$ cat src/sv/mcod_pkg.sv
// ---------------------------------------------------------------------------
// mcod_pkg
// Types, widths, opcodes and a saturating adder for the matrix chain core.
// ---------------------------------------------------------------------------
package mcod_pkg;

    localparam int MAX_MATRICES_DEF = 32;
    localparam int DIM_BITS         = 12;
    localparam int COST_BITS        = 48;
    localparam int SPLIT_BITS       = 6;
    localparam int QIDX_BITS        = 6;
    localparam int PROD_BITS        = 3 * DIM_BITS;

    localparam logic OP_LOAD  = 1'b0;
    localparam logic OP_QUERY = 1'b1;

    typedef struct packed {
        logic                  opcode;
        logic [DIM_BITS-1:0]   dim_value;
        logic                  last_dim;
        logic [QIDX_BITS-1:0]  query_first;
        logic [QIDX_BITS-1:0]  query_last;
    } cmd_t;

    typedef struct packed {
        logic [COST_BITS-1:0]  min_cost;
        logic [SPLIT_BITS-1:0] split_point;
        logic                  error_flag;
    } res_t;

    // one split candidate issued to the arithmetic unit
    typedef struct packed {
        logic                  valid;
        logic                  first;
        logic                  last;
        logic [SPLIT_BITS-1:0] split;
    } step_ctl_t;

    // best split of an interval, flagged once its last candidate is in
    typedef struct packed {
        logic                  done;
        logic [COST_BITS-1:0]  cost;
        logic [SPLIT_BITS-1:0] split;
    } unit_res_t;

    function automatic logic [COST_BITS-1:0] sat_add(
        input logic [COST_BITS-1:0] a,
        input logic [COST_BITS-1:0] b
    );
        logic [COST_BITS:0] s;
        s = {1'b0, a} + {1'b0, b};
        return s[COST_BITS] ? {COST_BITS{1'b1}} : s[COST_BITS-1:0];
    endfunction

endpackage

$ cat src/sv/mcod_unit.sv
// ---------------------------------------------------------------------------
// mcod_unit
// Shared multiply-add-compare pipeline: one split candidate per cycle,
// running minimum with first-wins tie break.
// ---------------------------------------------------------------------------
module mcod_unit (
    input  logic                           clk,
    input  logic                           rst_n,
    input  mcod_pkg::step_ctl_t            step,
    input  logic [mcod_pkg::DIM_BITS-1:0]  di,
    input  logic [mcod_pkg::DIM_BITS-1:0]  dj,
    input  logic [mcod_pkg::DIM_BITS-1:0]  dk,
    input  logic [mcod_pkg::COST_BITS-1:0] cost_a,
    input  logic [mcod_pkg::COST_BITS-1:0] cost_b,
    output mcod_pkg::unit_res_t            result
);

    localparam int DW  = mcod_pkg::DIM_BITS;
    localparam int CW  = mcod_pkg::COST_BITS;
    localparam int P1W = 2 * DW;
    localparam int PW  = mcod_pkg::PROD_BITS;
    localparam int EW  = (PW > CW) ? PW : CW;

    mcod_pkg::step_ctl_t ctl1_reg, ctl2_reg, ctl3_reg;

    logic [CW-1:0]  sum2_reg, sum2_next, sum3_reg;
    logic [P1W-1:0] prod1_reg, prod1_next;
    logic [CW-1:0]  prod3_reg, prod3_next;
    logic [CW-1:0]  best_cost_reg, best_cost_next;
    logic [mcod_pkg::SPLIT_BITS-1:0] best_split_reg, best_split_next;
    logic           done_reg, done_next;

    logic [CW-1:0]  ca, cb, q;
    logic [PW-1:0]  prod_full;
    logic [EW-1:0]  prod_ext;
    logic           take;

    // stage 1: RAM data lands; diagonal terms read as zero
    always_comb
    begin
        ca         = ctl1_reg.first ? '0 : cost_a;
        cb         = ctl1_reg.last  ? '0 : cost_b;
        sum2_next  = mcod_pkg::sat_add(ca, cb);
        prod1_next = P1W'(di) * P1W'(dk);
    end

    // stage 2: second multiply, clamp to cost range
    always_comb
    begin
        prod_full  = PW'(prod1_reg) * PW'(dj);
        prod_ext   = EW'(prod_full);
        prod3_next = (prod_ext > EW'({CW{1'b1}})) ? {CW{1'b1}} : prod_ext[CW-1:0];
    end

    // stage 3: total and running minimum
    always_comb
    begin
        q               = mcod_pkg::sat_add(sum3_reg, prod3_reg);
        take            = ctl3_reg.first || (q < best_cost_reg);
        best_cost_next  = best_cost_reg;
        best_split_next = best_split_reg;
        if (ctl3_reg.valid && take)
        begin
            best_cost_next  = q;
            best_split_next = ctl3_reg.split;
        end
        done_next = ctl3_reg.valid && ctl3_reg.last;
    end

    always_ff @(posedge clk or negedge rst_n)
    begin
        if (!rst_n)
        begin
            ctl1_reg <= '0;
            ctl2_reg <= '0;
            ctl3_reg <= '0;
            done_reg <= 1'b0;
        end
        else
        begin
            ctl1_reg <= step;
            ctl2_reg <= ctl1_reg;
            ctl3_reg <= ctl2_reg;
            done_reg <= done_next;
        end
    end

    always_ff @(posedge clk)
    begin
        sum2_reg       <= sum2_next;
        prod1_reg      <= prod1_next;
        sum3_reg       <= sum2_reg;
        prod3_reg      <= prod3_next;
        best_cost_reg  <= best_cost_next;
        best_split_reg <= best_split_next;
    end

    assign result.done  = done_reg;
    assign result.cost  = best_cost_reg;
    assign result.split = best_split_reg;

endmodule

$ cat config.mk
export PLATFORM = sky130hd
export DESIGN_NAME = mcod_unit
export DESIGN_NICKNAME = d
export VERILOG_FILES = /design/src/sv/mcod_pkg.sv /design/src/sv/mcod_unit.sv
export SDC_FILE = /design/constraint.sdc
export NUM_CORES = 2
export LEC_CHECK = 0
export BUFFER_PORTS_ARGS = -buffer_cell sky130_fd_sc_hd__buf_2
export CELL_PAD_IN_SITES_DETAIL_PLACEMENT = 2
export CELL_PAD_IN_SITES_GLOBAL_PLACEMENT = 2
export CORE_ASPECT_RATIO = 2
export CORE_MARGIN = 3
export CORE_UTILIZATION = 42
export DETAILED_ROUTE_END_ITERATION = 16
export PLACE_DENSITY = 0.95
export SLEW_MARGIN = 20
export SYNTH_ARGS = -nofsm -noshare
export SYNTH_HDL_FRONTEND = slang
export SYNTH_SLANG_ARGS = --single-unit
$ cat constraint.sdc
create_clock -name clk -period 12 [get_ports clk]
set_clock_uncertainty 0.05 [all_clocks]
set_input_delay 3.6 -clock clk [delete_from_list [all_inputs] [get_ports clk]]
set_output_delay 3.6 -clock clk [all_outputs]
set_load 0.02 [all_outputs]
* Yosys cells after proc, flatten, opt, wreduce, memory -nomap -nowiden *
Index checks and enable logic that the tools add are counted.

operators by class
  $add $sub $neg = 2
  multipliers = 2
  divide/modulo/power cells = 0
  order comparisons = 1
  equality and inequality tests = 0
  shifts and indexed selects = 0
  muxes and demuxes = 3
  bitwise logic cells = 0
  reductions and logical operators = 3

operators with widths
  kind                                            number
  48-bit 2-to-1 mux                               3
  48-bit by 36-bit adder with 49-bit output       1
  48-bit by 48-bit adder with 49-bit output       1
  48-bit < comparator                             1
  24-bit by 12-bit multiplier with 36-bit output  1
  12-bit by 12-bit multiplier with 24-bit output  1
  1-bit logical AND                               2
  1-bit logical OR                                1

word-level totals
  register bits after elaboration = 238
  latch bits = 0
  bits in writable memories = 0
  bits in read-only memories = 0
  bits of input ports = 143
  output and inout port bits = 55
  word-level logic and storage cells = 30
  memories kept = 0

* Logic depth before layout (Yosys ltp) *
  depth in word-level cells = 5
  gate-level depth with buffers = 23
  depth with buffers taken out = 22

* Worst setup path after synthesis *
Ideal clock, no wire load.

  kind = input-to-reg
  start = input port dj[11] (netlist bit)
  end = register prod3_reg[35]
  library setup time = 0.072 ns
  arrival time = 8.640 ns
  data required time = 11.878 ns
  path slack = 3.238 ns
  cell stages on the path = 20
  buffers on the path = 1
  cells stage by stage = clkbuf_1 > nand2_1 > fa_1 > fa_1 > inv_1 > fa_1 > fa_1 > inv_1 > fa_1 > inv_1 > ha_1 > or3_1 > o2111a_1 > nor3_1 > o31ai_1 > a31o_2 > a211oi_1 > o21bai_1 > a21oi_1 > xnor2_1

between the ends
  longest elaborated chain between the ends = 1

ends and longest elaborated chain
  element                                         line             text
  start, declared                                 mcod_unit.sv:11  input logic [mcod_pkg::DIM_BITS-1:0] dj,
  24-bit by 12-bit multiplier with 36-bit output  mcod_unit.sv:50  prod_full = PW'(prod1_reg) * PW'(dj);
  named net prod_full[35]                         mcod_unit.sv:34  logic [PW-1:0] prod_full;
  end signal, assigned                            mcod_unit.sv:93  prod3_reg <= prod3_next;
  end, declared                                   mcod_unit.sv:28  logic [CW-1:0] prod3_reg, prod3_next;

The timed path passes the listed nets, and every way through them passes these cells.
A chain may end at the register's enable or synchronous reset.

* Worst setup path in the final report *
  start = input port dj[8] (netlist bit)
  end = register prod3_reg[34]

The elaborated chain is that of the path after synthesis.

==> results.py <==
metrics = {
    "outcome": {
        "status": "finished, final reports clean",
    },
    "placed_design": {
        "hpwl_microns": 81900,
        "io_buffer_count": 197,
        "gp_congestion": 0.929,
        "dpl_cell_area_sq_um": 27400,
    },
    "synth": {
        "synth_edf_count": 54,
        "yosysSeqAreaShare": 0.211,
        "syn_area_sq_um": 25800,
        "yosys-top-cells-area": "fa_1 25%, ha_1 13%, dfxtp_1 12%",
        "synth_top_area_frac": 0.250,
        "synth_nets": 3617,
        "ys.flop_type": "dfxtp_1",
        "syn_area_per_cell_sq_um": 8.93,
        "ys_types": 66,
        "synth_common_cells": "474 x inv_1, 440 x nand2_1, 322 x fa_1",
        "yosysMostFrequentCell": "inv_1",
        "synth-seq-cells": 238,
        "syn_inst": 2885,
        "synth_area_leader_cell": "fa_1",
        "ys.warnings.count": 0,
        "async_reset_ff_frac": 0.118,
    },
    "clocking": {
        "insertion_delay_ns": 0.56,
        "hold_buffers": 0,
        "cts_made_buffers": 24,
        "cts_resized": 0,
        "post_cts_buffers": 0,
        "cts_tree": "done",
        "path_clk_slew_ns": 0.07,
        "cts-root-buf": "clkbuf_16",
        "cts_num_sinks": 238,
        "cts.path.max_buffers": 3,
        "htreeDepth": 1,
    },
    "finish": {
        "diodes": 0,
        "nNetsFinal": 3741,
        "area_growth_pct": 9.26,
        "drive_above_1_share": 0.0869,
        "final_core_util": 0.466,
        "fin_area_sq_um": 28200,
        "n_fill_cell": 6552,
    },
    "worst_hold_path": {
        "holdPathStages": 0,
        "hp-class": "flip-flop to flip-flop",
    },
    "drt": {
        "dr.pass1.iters": 5,
        "drc": 0,
        "detail_route.wl_per_cell_microns": 27.0,
        "dr_total_vias": 21623,
        "vias_per_cell": 5.69,
        "postRouteAntennaNets": 0,
        "routed_wl_microns": 103000,
        "drtIter0Drc": 1082,
    },
    "sta": {
        "tns_ns": 0,
        "slew_viol_final": 0,
        "hold_ws_ns": 0.273,
        "max_freq_mhz": 106,
        "worst_pin_slew_ns": 0.969,
        "finalSetupViolCount": 0,
        "max-slew-margin-rel": 0.353,
        "hold_violations": 0,
        "grt_setup_unrepaired": "no",
        "period_needed_ns": 9.42,
        "fin_crit_sh": 0.785,
    },
    "setup_path": {
        "path_class": "input pin to flip-flop",
        "cp.arrival_ns": 9.84,
        "crit_fanout": 24,
        "worstSetupStartpointType": "input pin",
        "worstRegToRegCells": 20,
        "required_ns": 12.42,
        "end_kind": "flip-flop",
    },
    "floorplanning": {
        "die_w_microns": 181,
        "die_h_microns": 356,
        "core_area_sq_um": 60400,
        "die_area_sq_um": 64500,
        "ios": 198,
        "std_cell_rows": 127,
        "start_util": 0.427,
    },
    "job": {
        "cap_viol_max_count": 0,
    },
    "grt": {
        "grt_pass1_vias": 26774,
        "grt_pass1_wl_microns": 158000,
        "grt_max_degree": 55,
        "grt_antenna_before_repair": 1,
        "grt_overflow_total": 0,
        "grt_usage": 0.317,
    },
}
## cell families after synthesis
group,count (synthesis),share of synthesized area
AO/OA/AOI/OAI,438,0.111
flip-flops,238,0.211
XOR/XNOR,120,0.0408
AND/OR/NAND/NOR,920,0.172
multiplexers,2,0.000825
adder cells (fa/ha/maj),589,0.380
buffers and inverters,578,0.0848
## path summary, 6_finish.rpt
path / start / to / slack (ns)
worst max-delay path: dj[8] / prod3_reg[34]$_DFF_P_ / 2.58
worst min-delay path: sum2_reg[33]$_SDFF_PP1_ / sum3_reg[33]$_DFF_P_ / 0.27
worst max register to register: prod3_reg[1]$_DFF_P_ / best_cost_reg[2]$_DFFE_PP_ / 4.51
worst min register to register: sum2_reg[33]$_SDFF_PP1_ / sum3_reg[33]$_DFF_P_ / 0.27
max in group asynchronous: rst_n / ctl1_reg[7]$_DFF_PN0_ / 8.37
min in group asynchronous: rst_n / ctl3_reg[1]$_DFF_PN0_ / 3.02
## per-stage QoR
| stage | instances | setup slack, ns |
|---|---|---|
| after floorplan | 2885 | 3.24 |
| after global placement | 3757 | 2.56 |
| after detailed placement | 3757 | 2.12 |
| after CTS | 3801 | 2.64 |
| after global routing | 3801 | 2.39 |
| final | 3801 | 2.58 |
## cell usage in the layout, fill, tap and decap left out, types with 5 or more instances in the layout
| cell | n |
|---|---|
| o31ai_1 | 5 |
| nand4_1 | 22 |
| a211oi_1 | 17 |
| o211ai_1 | 8 |
| o21a_1 | 10 |
| nand3_1 | 21 |
| clkbuf_8 | 5 |
| fa_1 | 322 |
| clkbuf_1 | 6 |
| clkinv_2 | 6 |
| nand2b_1 | 22 |
| or3_1 | 11 |
| and2_1 | 149 |
| a21o_1 | 96 |
| nor2_1 | 72 |
| buf_2 | 197 |
| o21ai_0 | 77 |
| a31oi_1 | 14 |
| a211o_1 | 7 |
| o21bai_1 | 17 |
| dfxtp_1 | 156 |
| and3_1 | 28 |
| buf_4 | 5 |
| inv_1 | 474 |
| nand2_1 | 440 |
| edfxtp_1 | 54 |
| a21boi_0 | 6 |
| nor2b_1 | 113 |
| ha_1 | 267 |
| clkbuf_16 | 24 |
| dfrtp_1 | 26 |
| nor3_1 | 27 |
| xnor2_1 | 76 |
| a21oi_1 | 132 |
| xor2_1 | 44 |
| or2_2 | 8 |
## metal layers
metal / part of all wire / global-route usage / vias up
li1: - / - / 9424
met1: 0.33 / 0.307 / 11089
met2: 0.56 / 0.632 / 737
met3: 0.040 / 0.0393 / 373
met4: 0.068 / 0.181 / 0
met5: 0 / 0 / -
## final cells by class
class	count	area (sq um)	area share
repair buffers	202	1020	0.0364
flip-flops and latches	238	5450	0.194
multi-input cells	2069	18200	0.645
well taps	774	968	0.0344
clock buffers	35	692	0.0246
inverters	474	1780	0.0632
clock inverters	9	87.6	0.00311
## critical path, stage by stage
cell,delay [ns]
buf_2,0.47
nand2_1,0.16
fa_1,0.56
inv_1,0.05
fa_1,0.48
fa_1,0.53
fa_1,0.56
inv_1,0.10
fa_1,0.65
inv_1,0.07
ha_1,0.36
a21o_1,0.18
a21oi_1,0.20
o21ai_0,0.13
a41oi_1,0.48
o211ai_1,0.18
o211ai_1,0.20
a31oi_1,0.22
a31o_2,0.29
a21oi_1,0.19
xnor2_1,0.15
Power is left out: the tool's default activity adds up to more than one toggle a clock period on the data nets, which glitch-free logic cannot reach.
