<file path="src/sv/mcod_ram.sv">
// ---------------------------------------------------------------------------
// mcod_ram
// Generic RAM: one write port, two registered read ports.
// ---------------------------------------------------------------------------
module mcod_ram #(
    parameter int WIDTH = 8,
    parameter int DEPTH = 32,
    localparam int AW   = (DEPTH > 1) ? $clog2(DEPTH) : 1
) (
    input  logic             clk,
    input  logic             we,
    input  logic [AW-1:0]    waddr,
    input  logic [WIDTH-1:0] wdata,
    input  logic [AW-1:0]    raddr_a,
    output logic [WIDTH-1:0] rdata_a,
    input  logic [AW-1:0]    raddr_b,
    output logic [WIDTH-1:0] rdata_b
);

    logic [WIDTH-1:0] mem [DEPTH];

    always_ff @(posedge clk)
    begin
        if (we)
        begin
            mem[waddr] <= wdata;
        end
        rdata_a <= mem[raddr_a];
        rdata_b <= mem[raddr_b];
    end

endmodule

</file>
<file path="config.mk">
export PLATFORM = sky130hd
export DESIGN_NAME = mcod_ram
export DESIGN_NICKNAME = d
export VERILOG_FILES = /design/src/sv/mcod_ram.sv
export SDC_FILE = /design/constraint.sdc
export NUM_CORES = 1
export LEC_CHECK = 0
export ABC_CLOCK_PERIOD_IN_PS = 2300
export BUFFER_PORTS_ARGS = -buffer_cell sky130_fd_sc_hd__buf_4
export CORE_MARGIN = 2
export CORE_UTILIZATION = 62
export DETAILED_ROUTE_END_ITERATION = 16
export PLACE_DENSITY = 0.91
export REMOVE_ABC_BUFFERS = 1
export SYNTH_ARGS = -nofsm -noshare
export SYNTH_HDL_FRONTEND = slang
export SYNTH_SLANG_ARGS = --single-unit
</file>
<file path="constraint.sdc">
create_clock -name clk -period 2.3 [get_ports clk]
set_input_delay 0.115 -clock clk [delete_from_list [all_inputs] [get_ports clk]]
set_output_delay 0.115 -clock clk [all_outputs]
set_load 0.02 [all_outputs]
</file>
# == Word level (Yosys, flattened, before mapping) ==
# Memory sizes are Yosys's and may differ from the RTL's. A register that Yosys moved wholly into a read port is not among the register bits.
# Index checks and enable logic that the tools add are counted.
# totals
ff_bits,0
ramBits,256
inputBits,25
output_inout_bits,16
word_cells,3
n_memories,1
# memory_table
memory,depth,width,read_ports,rd_ports_with_merged_regs,wr,line_no,rtl
mem,32,8,2,2,1,20,logic [WIDTH-1:0] mem [DEPTH];
# classes
mux,2
# ops
operator,n
$mux 1,2

# == Logic depth before layout (Yosys ltp) ==
# Gate-level depths: netlist of run 1.
# depth
depth_word,2
ltp_mapped,5
depth_no_buf,3

# == Worst setup path before layout of run 1 ==
# Ideal clock, no wire load.
# synth_timing
kind,input to register
from,input raddr_b[1]
to,"register rdata_b[0], read port of mem"
setup_time_ns,0.121
arrival_time_ns,1.797
required_ns,2.179
path_slack_ns,0.382
stages,5
path_buffers,2
cell_sequence,clkbuf_1 buf_1 mux4_2 mux4_2 mux2_2
# synth_lines
item,line_no,rtl
start: declaration,16,"input logic [AW-1:0] raddr_b,"
end: declaration,17,output logic [WIDTH-1:0] rdata_b

==> results of run 1 <==
power by group through the flow:
stage                     Sequential, uW  Combinational (uW)  Clock (uW)
after global routing                5560                 999        4680
after CTS                           5560                 950        4500
after global placement              5650                 891           0
after floorplan                     5690                 417           0
after detailed placement            5660                 925           0
final                               5560                 954        4500
state kept, by name, summed over array words and instances (netlist names):
register	flops
rdata_a	8
mem	256
rdata_b	8
synth_stat cells:
master / count / area [sq um]
nor2_1: 33 / 124
nand2_1: 1 / 3.75
mux4_2: 160 / 3600
edfxtp_1: 256 / 7690
mux2_2: 16 / 180
dfxtp_1: 16 / 320
buf_6: 2 / 22.5
nand3b_1: 5 / 37.5
buf_4: 12 / 90.1
nand3_1: 2 / 10.0
clkbuf_1: 7 / 26.3
or3_1: 1 / 6.26
or3b_2: 3 / 26.3
buf_1: 16 / 60.1
buf_2: 2 / 10.0
through the flow:
step | hold WS (ns) | instance area, sq um
2_1_floorplan | 0.214 | 12000
3_3_place_gp | 0.478 | 13100
3_5_place_dp | 0.487 | 13100
4_1_cts | 0.0135 | 14100
5_1_grt | 0.0251 | 14100
6_report | 0.0306 | 14100
per-layer routing:
layer  routed length [um]  vias to the layer above  global-route usage
met3                 3440                      102              0.0523
met2                16100                      554               0.544
met4                 1300                        0               0.111
met5                    0                        -                   0
li1                     -                     2522                   -
met1                10200                     3411               0.423
critical path: cells and delay by family (launching register included):
kind / cells / cell delay [ns]
muxes: 3 / 1.30
DFF: 1 / 0.47
what timing repair did:
item                                    CTS  global route
endpoints found under the hold margin   171             0
gates resized for setup                   0             0
setup buffers                             0             0
endpoints found under the setup margin    0             0
hold buffers                              9             0
kinds of logic after synthesis:
kind of cell / after synthesis
flip-flops: 272
buffers and inverters: 39
multiplexers: 176
AND/OR/NAND/NOR: 45
final cells by class:
type / instances / area, sq um
clock buffers: 31 / 701
well taps: 265 / 332
multi-input cells: 221 / 3990
clock inverters: 18 / 193
flip-flops and latches: 272 / 8010
repair buffers: 97 / 851
fillers: 1069 / 5320
path summary, 6_finish.rpt:
check                                start          to  slack (ns)
worst max-delay path            mem[13][6]  rdata_a[6]        0.41
worst min-delay path            raddr_a[3]  rdata_a[2]        0.03
worst max register to register  mem[13][6]  rdata_a[6]        0.41
worst min register to register  mem[26][7]  rdata_a[7]        0.93
==> run_summary.xml, run 1 <==
<?xml version="1.0" encoding="UTF-8"?>
<metrics>
  <group name="floorplan">
    <metric name="dieArea" unit="sq um">20800</metric>
    <metric name="fp.dieH" unit="um">144</metric>
    <metric name="ioPinCount" unit="">41</metric>
    <metric name="die_x" unit="um">144</metric>
    <metric name="initial_utilization" unit="">0.629</metric>
    <metric name="fp.coreArea" unit="sq um">19400</metric>
    <metric name="rows" unit="">51</metric>
  </group>
  <group name="setup_path">
    <metric name="critical-path-max-stage-delay" unit="ns">0.51</metric>
    <metric name="critical_path.most_common_cell" unit="">mux4_2</metric>
    <metric name="worst_ep_arrival_time" unit="ns">2.31</metric>
    <metric name="worstSetupEndpointType" unit="">flop</metric>
    <metric name="critical-path-slowest-cell" unit="">mux4_2</metric>
    <metric name="worstSetupPathType" unit="">reg2reg</metric>
    <metric name="path_max_fanout" unit="">2</metric>
    <metric name="worst_r2r_path_depth" unit="">3</metric>
    <metric name="critical_path_source_type" unit="">flop</metric>
    <metric name="crit_path_cell_trace" unit="">mux4_2 &gt; mux4_2 &gt; mux2_2</metric>
    <metric name="crit_required" unit="ns">2.72</metric>
  </group>
  <group name="finish">
    <metric name="most_common_library_cell_in_the_layout_ignoring_fill_and_taps" unit="">edfxtp_1</metric>
    <metric name="final_cells" unit="">904</metric>
    <metric name="layout-drive-gt1-share" unit="">0.484</metric>
    <metric name="flow.area_growth_from_synthesis" unit="%">15.3</metric>
    <metric name="diodes" unit="">0</metric>
    <metric name="fin_util" unit="">0.726</metric>
    <metric name="final_cell_mix" unit="">edfxtp_1 (256), mux4_2 (160), buf_4 (80), nor2_1 (33), clkbuf_16 (27)</metric>
    <metric name="num-nets-final" unit="">644</metric>
  </group>
  <group name="detailed_routing">
    <metric name="number_of_search_and_repair_iterations_in_the_first_detailed_routing_pass" unit="">6</metric>
    <metric name="drtIter0Drc" unit="">955</metric>
    <metric name="drcViolationCount" unit="">0</metric>
    <metric name="post_drt_via_cell_ratio" unit="">7.29</metric>
    <metric name="wl_per_cell" unit="um">34.4</metric>
    <metric name="via_count_of_the_routed_design" unit="">6589</metric>
    <metric name="sum_of_routed_wire_length_over_all_layers" unit="um">31100</metric>
    <metric name="ant_nets" unit="">0</metric>
  </group>
  <group name="global_route">
    <metric name="first_pass_grt_wire_length" unit="um">45700</metric>
    <metric name="gr-total-overflow" unit="">0</metric>
    <metric name="grt_max_degree" unit="">65</metric>
    <metric name="grt.total_usage" unit="">0.317</metric>
    <metric name="via_count_of_the_first_global_routing_pass" unit="">6866</metric>
    <metric name="antenna_violations_before_repair" unit="">0</metric>
  </group>
  <group name="outcome">
    <metric name="run_status" unit="">completed</metric>
  </group>
  <group name="synth">
    <metric name="syn_avg_cell_area" unit="sq um">22.9</metric>
    <metric name="ys_seq_area_frac" unit="">0.656</metric>
    <metric name="yosysUniqueCellTypes" unit="">15</metric>
    <metric name="postSynthRegisterBits" unit="">272</metric>
    <metric name="post_synth_instance_area" unit="sq um">12200</metric>
    <metric name="post_synth_inst_count" unit="">532</metric>
    <metric name="synth-adder-area-share" unit="">0</metric>
    <metric name="fraction_of_synthesized_cell_area_in_xor_and_xnor_cells" unit="">0</metric>
    <metric name="yosysWarnings" unit="">0</metric>
    <metric name="synth_compound_area_frac" unit="">0</metric>
    <metric name="yosys-mux-area-fraction" unit="">0.310</metric>
    <metric name="main_combinational_cell_family_by_area_after_synthesis" unit="">multiplexers</metric>
    <metric name="synth_simple_gate_area_frac" unit="">0.0170</metric>
  </group>
  <group name="cts">
    <metric name="clk-insertion-delay-late" unit="ns">0.55</metric>
    <metric name="tritoncts.num_buffers" unit="">27</metric>
    <metric name="maximum_clock_path_buffer_count" unit="">3</metric>
    <metric name="clock-sinks" unit="">272</metric>
    <metric name="h_tree_depth" unit="">1</metric>
    <metric name="clk_root_buffer_cell" unit="">clkbuf_16</metric>
    <metric name="cts.reportedPaths.clkPinSlew" unit="ns">0.07</metric>
    <metric name="tritoncts_clock_tree" unit="">yes</metric>
  </group>
  <group name="pwr">
    <metric name="power-per-cell-area" unit="nW/um^2">782</metric>
    <metric name="maximum_resistive_drop_on_vdd" unit="mV">0.808</metric>
    <metric name="power.share.clock" unit="">0.409</metric>
    <metric name="int_power" unit="uW">8610</metric>
    <metric name="swShare" unit="">0.218</metric>
    <metric name="net_switching_power_of_the_design" unit="uW">2400</metric>
    <metric name="pwr-share-seq" unit="">0.505</metric>
    <metric name="p_comb_frac" unit="">0.087</metric>
    <metric name="p_leak" unit="uW">0.00453</metric>
    <metric name="p_total" unit="uW">11000</metric>
  </group>
  <group name="placed_design">
    <metric name="post-place-ws" unit="ns">0.235</metric>
    <metric name="buffer_ports.inserted" unit="">40</metric>
    <metric name="finalWeightedCongestion" unit="">0.902</metric>
    <metric name="placed_instances" unit="">846</metric>
    <metric name="hpwl" unit="um">18900</metric>
  </group>
  <group name="timing">
    <metric name="timing.final.crit_period" unit="ns">1.89</metric>
    <metric name="rsz0062_at_grt" unit="">no</metric>
    <metric name="fin_ws" unit="ns">0.414</metric>
    <metric name="max_slew_margin" unit="">0.522</metric>
    <metric name="worst-slew-pin-transition" unit="ns">0.715</metric>
    <metric name="finalHoldViolCount" unit="">0</metric>
    <metric name="finalMaxSlewViolations" unit="">0</metric>
    <metric name="clock.fmax" unit="MHz">530</metric>
    <metric name="tns" unit="ns">0</metric>
    <metric name="timing.clock.skew" unit="ns">0.0166</metric>
    <metric name="period_share" unit="">0.820</metric>
    <metric name="finalSetupViolCount" unit="">0</metric>
  </group>
  <group name="worst_hold_path">
    <metric name="min_path_type" unit="">in2reg</metric>
    <metric name="worst_hold_path.num_cells" unit="">2</metric>
  </group>
  <group name="job">
    <metric name="drv_cap" unit="">0</metric>
  </group>
</metrics>
Power figures use the tool's default switching activity.
==> inputs of run 2 (changes only) <==
Settings changed: ABC_CLOCK_PERIOD_IN_PS 2300 to 1700, CORE_UTILIZATION 62 to 56, PLACE_DENSITY 0.91 to 0.87.
Clock period 2.3 ns to 1.7 ns, I/O delays scaled along.
==> run_summary.xml, run 2 (synthesis gave the netlist of run 1 again) <==
<?xml version="1.0" encoding="UTF-8"?>
<metrics>
  <group name="timing">
    <metric name="timing.clock.skew" unit="ns">0.0124</metric>
    <metric name="finalSetupViolCount" unit="">16</metric>
    <metric name="timing.final.crit_period" unit="ns">1.87</metric>
    <metric name="max_slew_margin" unit="">0.729</metric>
    <metric name="rsz0062_at_grt" unit="">yes</metric>
    <metric name="finalHoldViolCount" unit="">0</metric>
    <metric name="finalMaxSlewViolations" unit="">0</metric>
    <metric name="period_share" unit="">1.10</metric>
    <metric name="clock.fmax" unit="MHz">536</metric>
    <metric name="hold-worst-slack" unit="ns">0.0935</metric>
    <metric name="fin_ws" unit="ns">-0.166</metric>
    <metric name="worst-slew-pin-transition" unit="ns">0.405</metric>
  </group>
  <group name="job">
    <metric name="drv_cap" unit="">0</metric>
  </group>
  <group name="cts">
    <metric name="maximum_clock_path_buffer_count" unit="">3</metric>
    <metric name="tritoncts_clock_tree" unit="">yes</metric>
    <metric name="h_tree_depth" unit="">1</metric>
    <metric name="tritoncts.num_buffers" unit="">28</metric>
    <metric name="clk_root_buffer_cell" unit="">clkbuf_16</metric>
    <metric name="cts.reportedPaths.clkPinSlew" unit="ns">0.06</metric>
    <metric name="clk-insertion-delay-late" unit="ns">0.54</metric>
    <metric name="clock-sinks" unit="">272</metric>
  </group>
  <group name="finish">
    <metric name="flow.area_growth_from_synthesis" unit="%">17.9</metric>
    <metric name="most_common_library_cell_in_the_layout_ignoring_fill_and_taps" unit="">edfxtp_1</metric>
    <metric name="fillers" unit="">1303</metric>
    <metric name="num-nets-final" unit="">661</metric>
    <metric name="final_cell_mix" unit="">edfxtp_1 (256), mux4_2 (160), buf_4 (91), nor2_1 (33), clkbuf_16 (29)</metric>
    <metric name="top_regs" unit="">mem: 256 flops, rdata_a: 8 flops, rdata_b: 8 flops</metric>
    <metric name="largest_register_ff_count" unit="">256</metric>
    <metric name="fin_util" unit="">0.666</metric>
    <metric name="finalInstanceArea" unit="sq um">14400</metric>
    <metric name="diodes" unit="">0</metric>
    <metric name="final_cells" unit="">938</metric>
    <metric name="register_name_with_the_most_flops" unit="">mem</metric>
    <metric name="layout-drive-gt1-share" unit="">0.494</metric>
  </group>
  <group name="floorplan">
    <metric name="initial_utilization" unit="">0.565</metric>
    <metric name="fp.coreArea" unit="sq um">21600</metric>
    <metric name="dieArea" unit="sq um">23000</metric>
    <metric name="fp.dieH" unit="um">152</metric>
    <metric name="ioPinCount" unit="">41</metric>
    <metric name="rows" unit="">54</metric>
    <metric name="die_x" unit="um">152</metric>
  </group>
  <group name="placed_design">
    <metric name="buffer_ports.inserted" unit="">40</metric>
    <metric name="placed_instances" unit="">876</metric>
    <metric name="placed_area" unit="sq um">13300</metric>
    <metric name="post-place-ws" unit="ns">-0.290</metric>
    <metric name="finalWeightedCongestion" unit="">0.879</metric>
    <metric name="hpwl" unit="um">19500</metric>
  </group>
  <group name="setup_path">
    <metric name="worst_ep_arrival_time" unit="ns">2.29</metric>
    <metric name="path_max_fanout" unit="">2</metric>
    <metric name="worst-r2r-setup-slack" unit="ns">-0.17</metric>
    <metric name="critPathBufInv" unit="">0</metric>
    <metric name="critical_path_source_type" unit="">flop</metric>
    <metric name="worstSetupEndpointType" unit="">flop</metric>
    <metric name="worstSetupPathType" unit="">reg2reg</metric>
    <metric name="path_delay_family" unit="">multiplexers</metric>
    <metric name="critical_path.most_common_cell" unit="">mux4_2</metric>
    <metric name="reg2reg_from" unit="">mem[15][4]</metric>
    <metric name="crit_required" unit="ns">2.12</metric>
    <metric name="critical-path-slowest-cell" unit="">mux4_2</metric>
    <metric name="crit-reg2reg-capture" unit="">rdata_b[4]</metric>
    <metric name="critical-path-max-stage-delay" unit="ns">0.53</metric>
    <metric name="crit_path_cell_trace" unit="">mux4_2 &gt; mux4_2 &gt; mux2_4</metric>
    <metric name="worst_r2r_path_depth" unit="">3</metric>
  </group>
  <group name="detailed_routing">
    <metric name="ant_nets" unit="">0</metric>
    <metric name="post_drt_via_cell_ratio" unit="">6.99</metric>
    <metric name="sum_of_routed_wire_length_over_all_layers" unit="um">30400</metric>
    <metric name="wl_per_cell" unit="um">32.4</metric>
    <metric name="number_of_search_and_repair_iterations_in_the_first_detailed_routing_pass" unit="">5</metric>
    <metric name="via_count_of_the_routed_design" unit="">6558</metric>
    <metric name="drtIter0Drc" unit="">802</metric>
    <metric name="drcViolationCount" unit="">0</metric>
  </group>
  <group name="outcome">
    <metric name="failed_checks" unit="">negative setup slack</metric>
    <metric name="run_status" unit="">finished, violations left</metric>
  </group>
  <group name="worst_hold_path">
    <metric name="min_delay_worst_endpoint" unit="">mem[9][6]</metric>
    <metric name="worst_hold_path.num_cells" unit="">3</metric>
    <metric name="min_path_type" unit="">in2reg</metric>
    <metric name="hold_path.startpoint" unit="">waddr[4]</metric>
  </group>
  <group name="global_route">
    <metric name="antenna_violations_before_repair" unit="">0</metric>
    <metric name="via_count_of_the_first_global_routing_pass" unit="">6941</metric>
    <metric name="grt.total_usage" unit="">0.279</metric>
    <metric name="gr-total-overflow" unit="">0</metric>
    <metric name="first_pass_grt_wire_length" unit="um">45000</metric>
    <metric name="grt_max_degree" unit="">33</metric>
  </group>
  <group name="pwr">
    <metric name="maximum_resistive_drop_on_vdd" unit="mV">0.957</metric>
    <metric name="power-per-cell-area" unit="nW/um^2">1050</metric>
    <metric name="p_leak" unit="uW">0.00473</metric>
  </group>
</metrics>
-- run 2: cell count changes in the layout (fill, tap and decap cells not counted), moves of 3 or more --
cell	delta
mux2_2	-16
mux2_4	+16
buf_4	+11
buf_12	+4
clkinv_2	-3
-- run 2: area by class of cell --
class	instances	area (sq um)	share of cell area
multi-input cells	221	4050	0.282
flip-flops and latches	272	8010	0.556
clock inverters	16	186	0.0130
clock buffers	36	772	0.0536
repair buffers	113	1020	0.0711
well taps	280	350	0.0243
-- run 2: worst max-delay path by stage --
stage	startpoint	end	slack, ns	cells after the start
after floorplan	mem[31][0]	rdata_a[0]	0.06	3
after detailed placement	raddr_b[0]	rdata_b[4]	-0.29	5
after global placement	raddr_b[0]	rdata_b[4]	-0.25	5
final	mem[15][4]	rdata_b[4]	-0.17	3
after global routing	mem[14][6]	rdata_a[6]	-0.16	3
after CTS	mem[10][4]	rdata_b[4]	-0.16	3
-- run 2: timing repair --
action	4_1_cts	5_1_grt
setup buffers	0	0
pin swaps	0	0
resized for setup	11	5
endpoints found under the hold margin	272	0
hold buffers	10	0
endpoints found under the setup margin	16	16
-- run 2: stage by stage --
stage	TNS (ns)	total power [uW]
2_1_floorplan	0	8260
3_3_place_gp	-3.26	8880
3_5_place_dp	-3.62	8930
4_1_cts	-1.64	15200
5_1_grt	-1.97	15600
6_report	-1.65	15200
-- run 2: report_power, final --
| group | internal [uW] | switching, uW | total [uW] |
|---|---|---|---|
| sequential | 7450 | 74.0 | 7530 |
| clock | 3810 | 2510 | 6310 |
| combinational | 699 | 635 | 1330 |
| total | 12000 | 3220 | 15200 |
-- run 2: worst min-delay path, cell delays in order --
cell and delay [ns]:
buf_4 0.14, or3b_2 0.17, nor2_1 0.07
-- run 2: per-layer routing --
layer  GRT usage  vias to the layer above  wire length [um]
li1            -                     2567                 -
met1       0.390                     3436             10900
met2       0.456                      471             15200
met3      0.0461                       84              3260
met4      0.0954                        0              1040
met5           0                        -                 0
==> inputs of run 3 (changes only) <==
Settings changed: CORE_UTILIZATION 56 to 48, PLACE_DENSITY 0.87 to 0.78.
==> run_summary.xml, run 3 (synthesis gave the netlist of run 1 again) <==
<?xml version="1.0" encoding="UTF-8"?>
<metrics>
  <group name="outcome">
    <metric name="run_status" unit="">finished, violations left</metric>
    <metric name="failed_checks" unit="">negative setup slack</metric>
  </group>
  <group name="finish">
    <metric name="fin_util" unit="">0.577</metric>
    <metric name="area_of_the_multi_input_gates" unit="sq um">4050</metric>
    <metric name="flow.area_growth_from_synthesis" unit="%">18.8</metric>
    <metric name="num-nets-final" unit="">658</metric>
    <metric name="diodes" unit="">0</metric>
    <metric name="fillers" unit="">1796</metric>
    <metric name="largest_register_ff_count" unit="">256</metric>
    <metric name="seq_area" unit="sq um">8010</metric>
    <metric name="register_name_with_the_most_flops" unit="">mem</metric>
    <metric name="final_cell_mix" unit="">edfxtp_1 (256), mux4_2 (160), buf_4 (84), nor2_1 (33), clkbuf_16 (31)</metric>
    <metric name="top_regs" unit="">mem: 256 flops, rdata_a: 8 flops, rdata_b: 8 flops</metric>
    <metric name="most_common_library_cell_in_the_layout_ignoring_fill_and_taps" unit="">edfxtp_1</metric>
    <metric name="finalInstanceArea" unit="sq um">14500</metric>
    <metric name="layout-drive-gt1-share" unit="">0.492</metric>
  </group>
  <group name="placed_design">
    <metric name="placed_area" unit="sq um">13300</metric>
    <metric name="finalWeightedCongestion" unit="">0.794</metric>
    <metric name="hpwl" unit="um">18600</metric>
    <metric name="post-place-ws" unit="ns">-0.331</metric>
    <metric name="buffer_ports.inserted" unit="">40</metric>
  </group>
  <group name="floorplan">
    <metric name="fp.coreArea" unit="sq um">25100</metric>
    <metric name="fp.dieH" unit="um">163</metric>
    <metric name="rows" unit="">58</metric>
    <metric name="ioPinCount" unit="">41</metric>
    <metric name="initial_utilization" unit="">0.486</metric>
    <metric name="die_x" unit="um">163</metric>
    <metric name="dieArea" unit="sq um">26700</metric>
  </group>
  <group name="detailed_routing">
    <metric name="via_count_of_the_routed_design" unit="">6455</metric>
    <metric name="ant_nets" unit="">0</metric>
    <metric name="drtIter0Drc" unit="">756</metric>
    <metric name="post_drt_via_cell_ratio" unit="">6.55</metric>
    <metric name="number_of_search_and_repair_iterations_in_the_first_detailed_routing_pass" unit="">4</metric>
    <metric name="wl_per_cell" unit="um">29.9</metric>
    <metric name="drcViolationCount" unit="">0</metric>
    <metric name="sum_of_routed_wire_length_over_all_layers" unit="um">29500</metric>
  </group>
  <group name="setup_path">
    <metric name="crit_path_cell_trace" unit="">mux4_2 &gt; mux4_2 &gt; mux2_4</metric>
    <metric name="critical-path-max-stage-delay" unit="ns">0.53</metric>
    <metric name="worstSetupPathType" unit="">reg2reg</metric>
    <metric name="worst_setup_path_endpoint" unit="">rdata_b[3]</metric>
    <metric name="critical_path_source_type" unit="">flop</metric>
    <metric name="critical_path.startpoint" unit="">mem[11][3]</metric>
    <metric name="worst_ep_arrival_time" unit="ns">2.26</metric>
    <metric name="crit-reg2reg-capture" unit="">rdata_b[3]</metric>
    <metric name="critical-path-slowest-cell" unit="">mux4_2</metric>
    <metric name="worstSetupEndpointType" unit="">flop</metric>
    <metric name="worst_r2r_path_depth" unit="">3</metric>
    <metric name="path_max_fanout" unit="">2</metric>
    <metric name="crit_required" unit="ns">2.13</metric>
    <metric name="critical_path.most_common_cell" unit="">mux4_2</metric>
    <metric name="reg2reg_from" unit="">mem[11][3]</metric>
    <metric name="worst-r2r-setup-slack" unit="ns">-0.13</metric>
  </group>
  <group name="timing">
    <metric name="rsz0062_at_grt" unit="">yes</metric>
    <metric name="finalHoldViolCount" unit="">0</metric>
    <metric name="clock.fmax" unit="MHz">546</metric>
    <metric name="worst-slew-pin-transition" unit="ns">0.360</metric>
    <metric name="timing.clock.skew" unit="ns">0.00967</metric>
    <metric name="tns" unit="ns">-1.63</metric>
    <metric name="period_share" unit="">1.08</metric>
    <metric name="timing.final.crit_period" unit="ns">1.83</metric>
    <metric name="fin_ws" unit="ns">-0.131</metric>
    <metric name="hold-worst-slack" unit="ns">0.0935</metric>
    <metric name="finalMaxSlewViolations" unit="">0</metric>
    <metric name="finalSetupViolCount" unit="">16</metric>
    <metric name="max_slew_margin" unit="">0.759</metric>
  </group>
  <group name="global_route">
    <metric name="via_count_of_the_first_global_routing_pass" unit="">6853</metric>
    <metric name="first_pass_grt_wire_length" unit="um">44000</metric>
    <metric name="gr-total-overflow" unit="">0</metric>
    <metric name="grt.total_usage" unit="">0.231</metric>
    <metric name="antenna_violations_before_repair" unit="">0</metric>
    <metric name="grt_max_degree" unit="">33</metric>
  </group>
  <group name="pwr">
    <metric name="maximum_resistive_drop_on_vdd" unit="mV">0.867</metric>
    <metric name="power-per-cell-area" unit="nW/um^2">1070</metric>
    <metric name="p_leak" unit="uW">0.00472</metric>
  </group>
  <group name="cts">
    <metric name="h_tree_depth" unit="">1</metric>
    <metric name="maximum_clock_path_buffer_count" unit="">3</metric>
    <metric name="clk-insertion-delay-late" unit="ns">0.54</metric>
    <metric name="tritoncts_clock_tree" unit="">yes</metric>
    <metric name="clock-sinks" unit="">272</metric>
    <metric name="tritoncts.num_buffers" unit="">30</metric>
    <metric name="clk_root_buffer_cell" unit="">clkbuf_16</metric>
    <metric name="cts.reportedPaths.clkPinSlew" unit="ns">0.06</metric>
  </group>
  <group name="worst_hold_path">
    <metric name="min_path_type" unit="">in2reg</metric>
  </group>
  <group name="job">
    <metric name="drv_cap" unit="">0</metric>
  </group>
</metrics>
run 3: cell count changes in the layout (fill, tap and decap cells not counted), moves of 2 or more:
| cell | previous run | this run |
|---|---|---|
| clkbuf_1 | 5 | 1 |
| clkbuf_16 | 29 | 31 |
| clkinv_1 | 4 | 8 |
| clkinv_2 | 4 | 6 |
| clkbuf_8 | 2 | 0 |
| buf_12 | 12 | 14 |
| buf_4 | 91 | 84 |
run 3: routing by layer:
layer,track usage,vias up,wire [um]
met5,0,-,0
met3,0.0452,72,3050
met4,0.0837,0,1080
met2,0.379,430,14500
met1,0.311,3391,10800
li1,-,2562,-
run 3: worst min path at each step:
stage	startpoint	to	depth (start not counted)
5_1_grt	raddr_a[0]	rdata_a[3]	3
4_1_cts	raddr_a[0]	rdata_a[3]	3
6_report	raddr_a[0]	rdata_a[3]	3
3_3_place_gp	wdata[4]	mem[28][4]	1
3_5_place_dp	raddr_b[3]	rdata_b[6]	2
2_1_floorplan	wdata[0]	mem[0][0]	0
run 3: what timing repair did:
item                                   CTS  global route
setup endpoints to repair               16            16
endpoints found under the hold margin  271             0
hold buffers                            10             0
buffers inserted                         4             0
gates resized for setup                 12             3
run 3: per-stage QoR:
stage          power [uW]  instances
2_1_floorplan        8260        493
3_3_place_gp         8910        917
3_5_place_dp         8950        917
4_1_cts             15500        986
5_1_grt             15900        986
6_report            15400        986
run 3: final cells by class:
cell class,instances,share of cell area
sequential,272,0.552
multi-input combinational,221,0.279
timing repair buffer,108,0.0697
clock buffer,32,0.0538
tap,330,0.0285
clock inverter,23,0.0167
run 3: worst max-delay path, delay by kind of cell, from the launching register on:
kind,cells,cell delay (ns)
mux,3,1.33
flops,1,0.39
run 3: power by group:
part | total (uW) | leakage [uW] | internal [uW] | switching [uW]
clock | 6570 | 0.000495 | 4050 | 2520
combinational | 1340 | 0.00179 | 702 | 642
sequential | 7530 | 0.00244 | 7460 | 73.3
total | 15400 | 0.00472 | 12200 | 3240
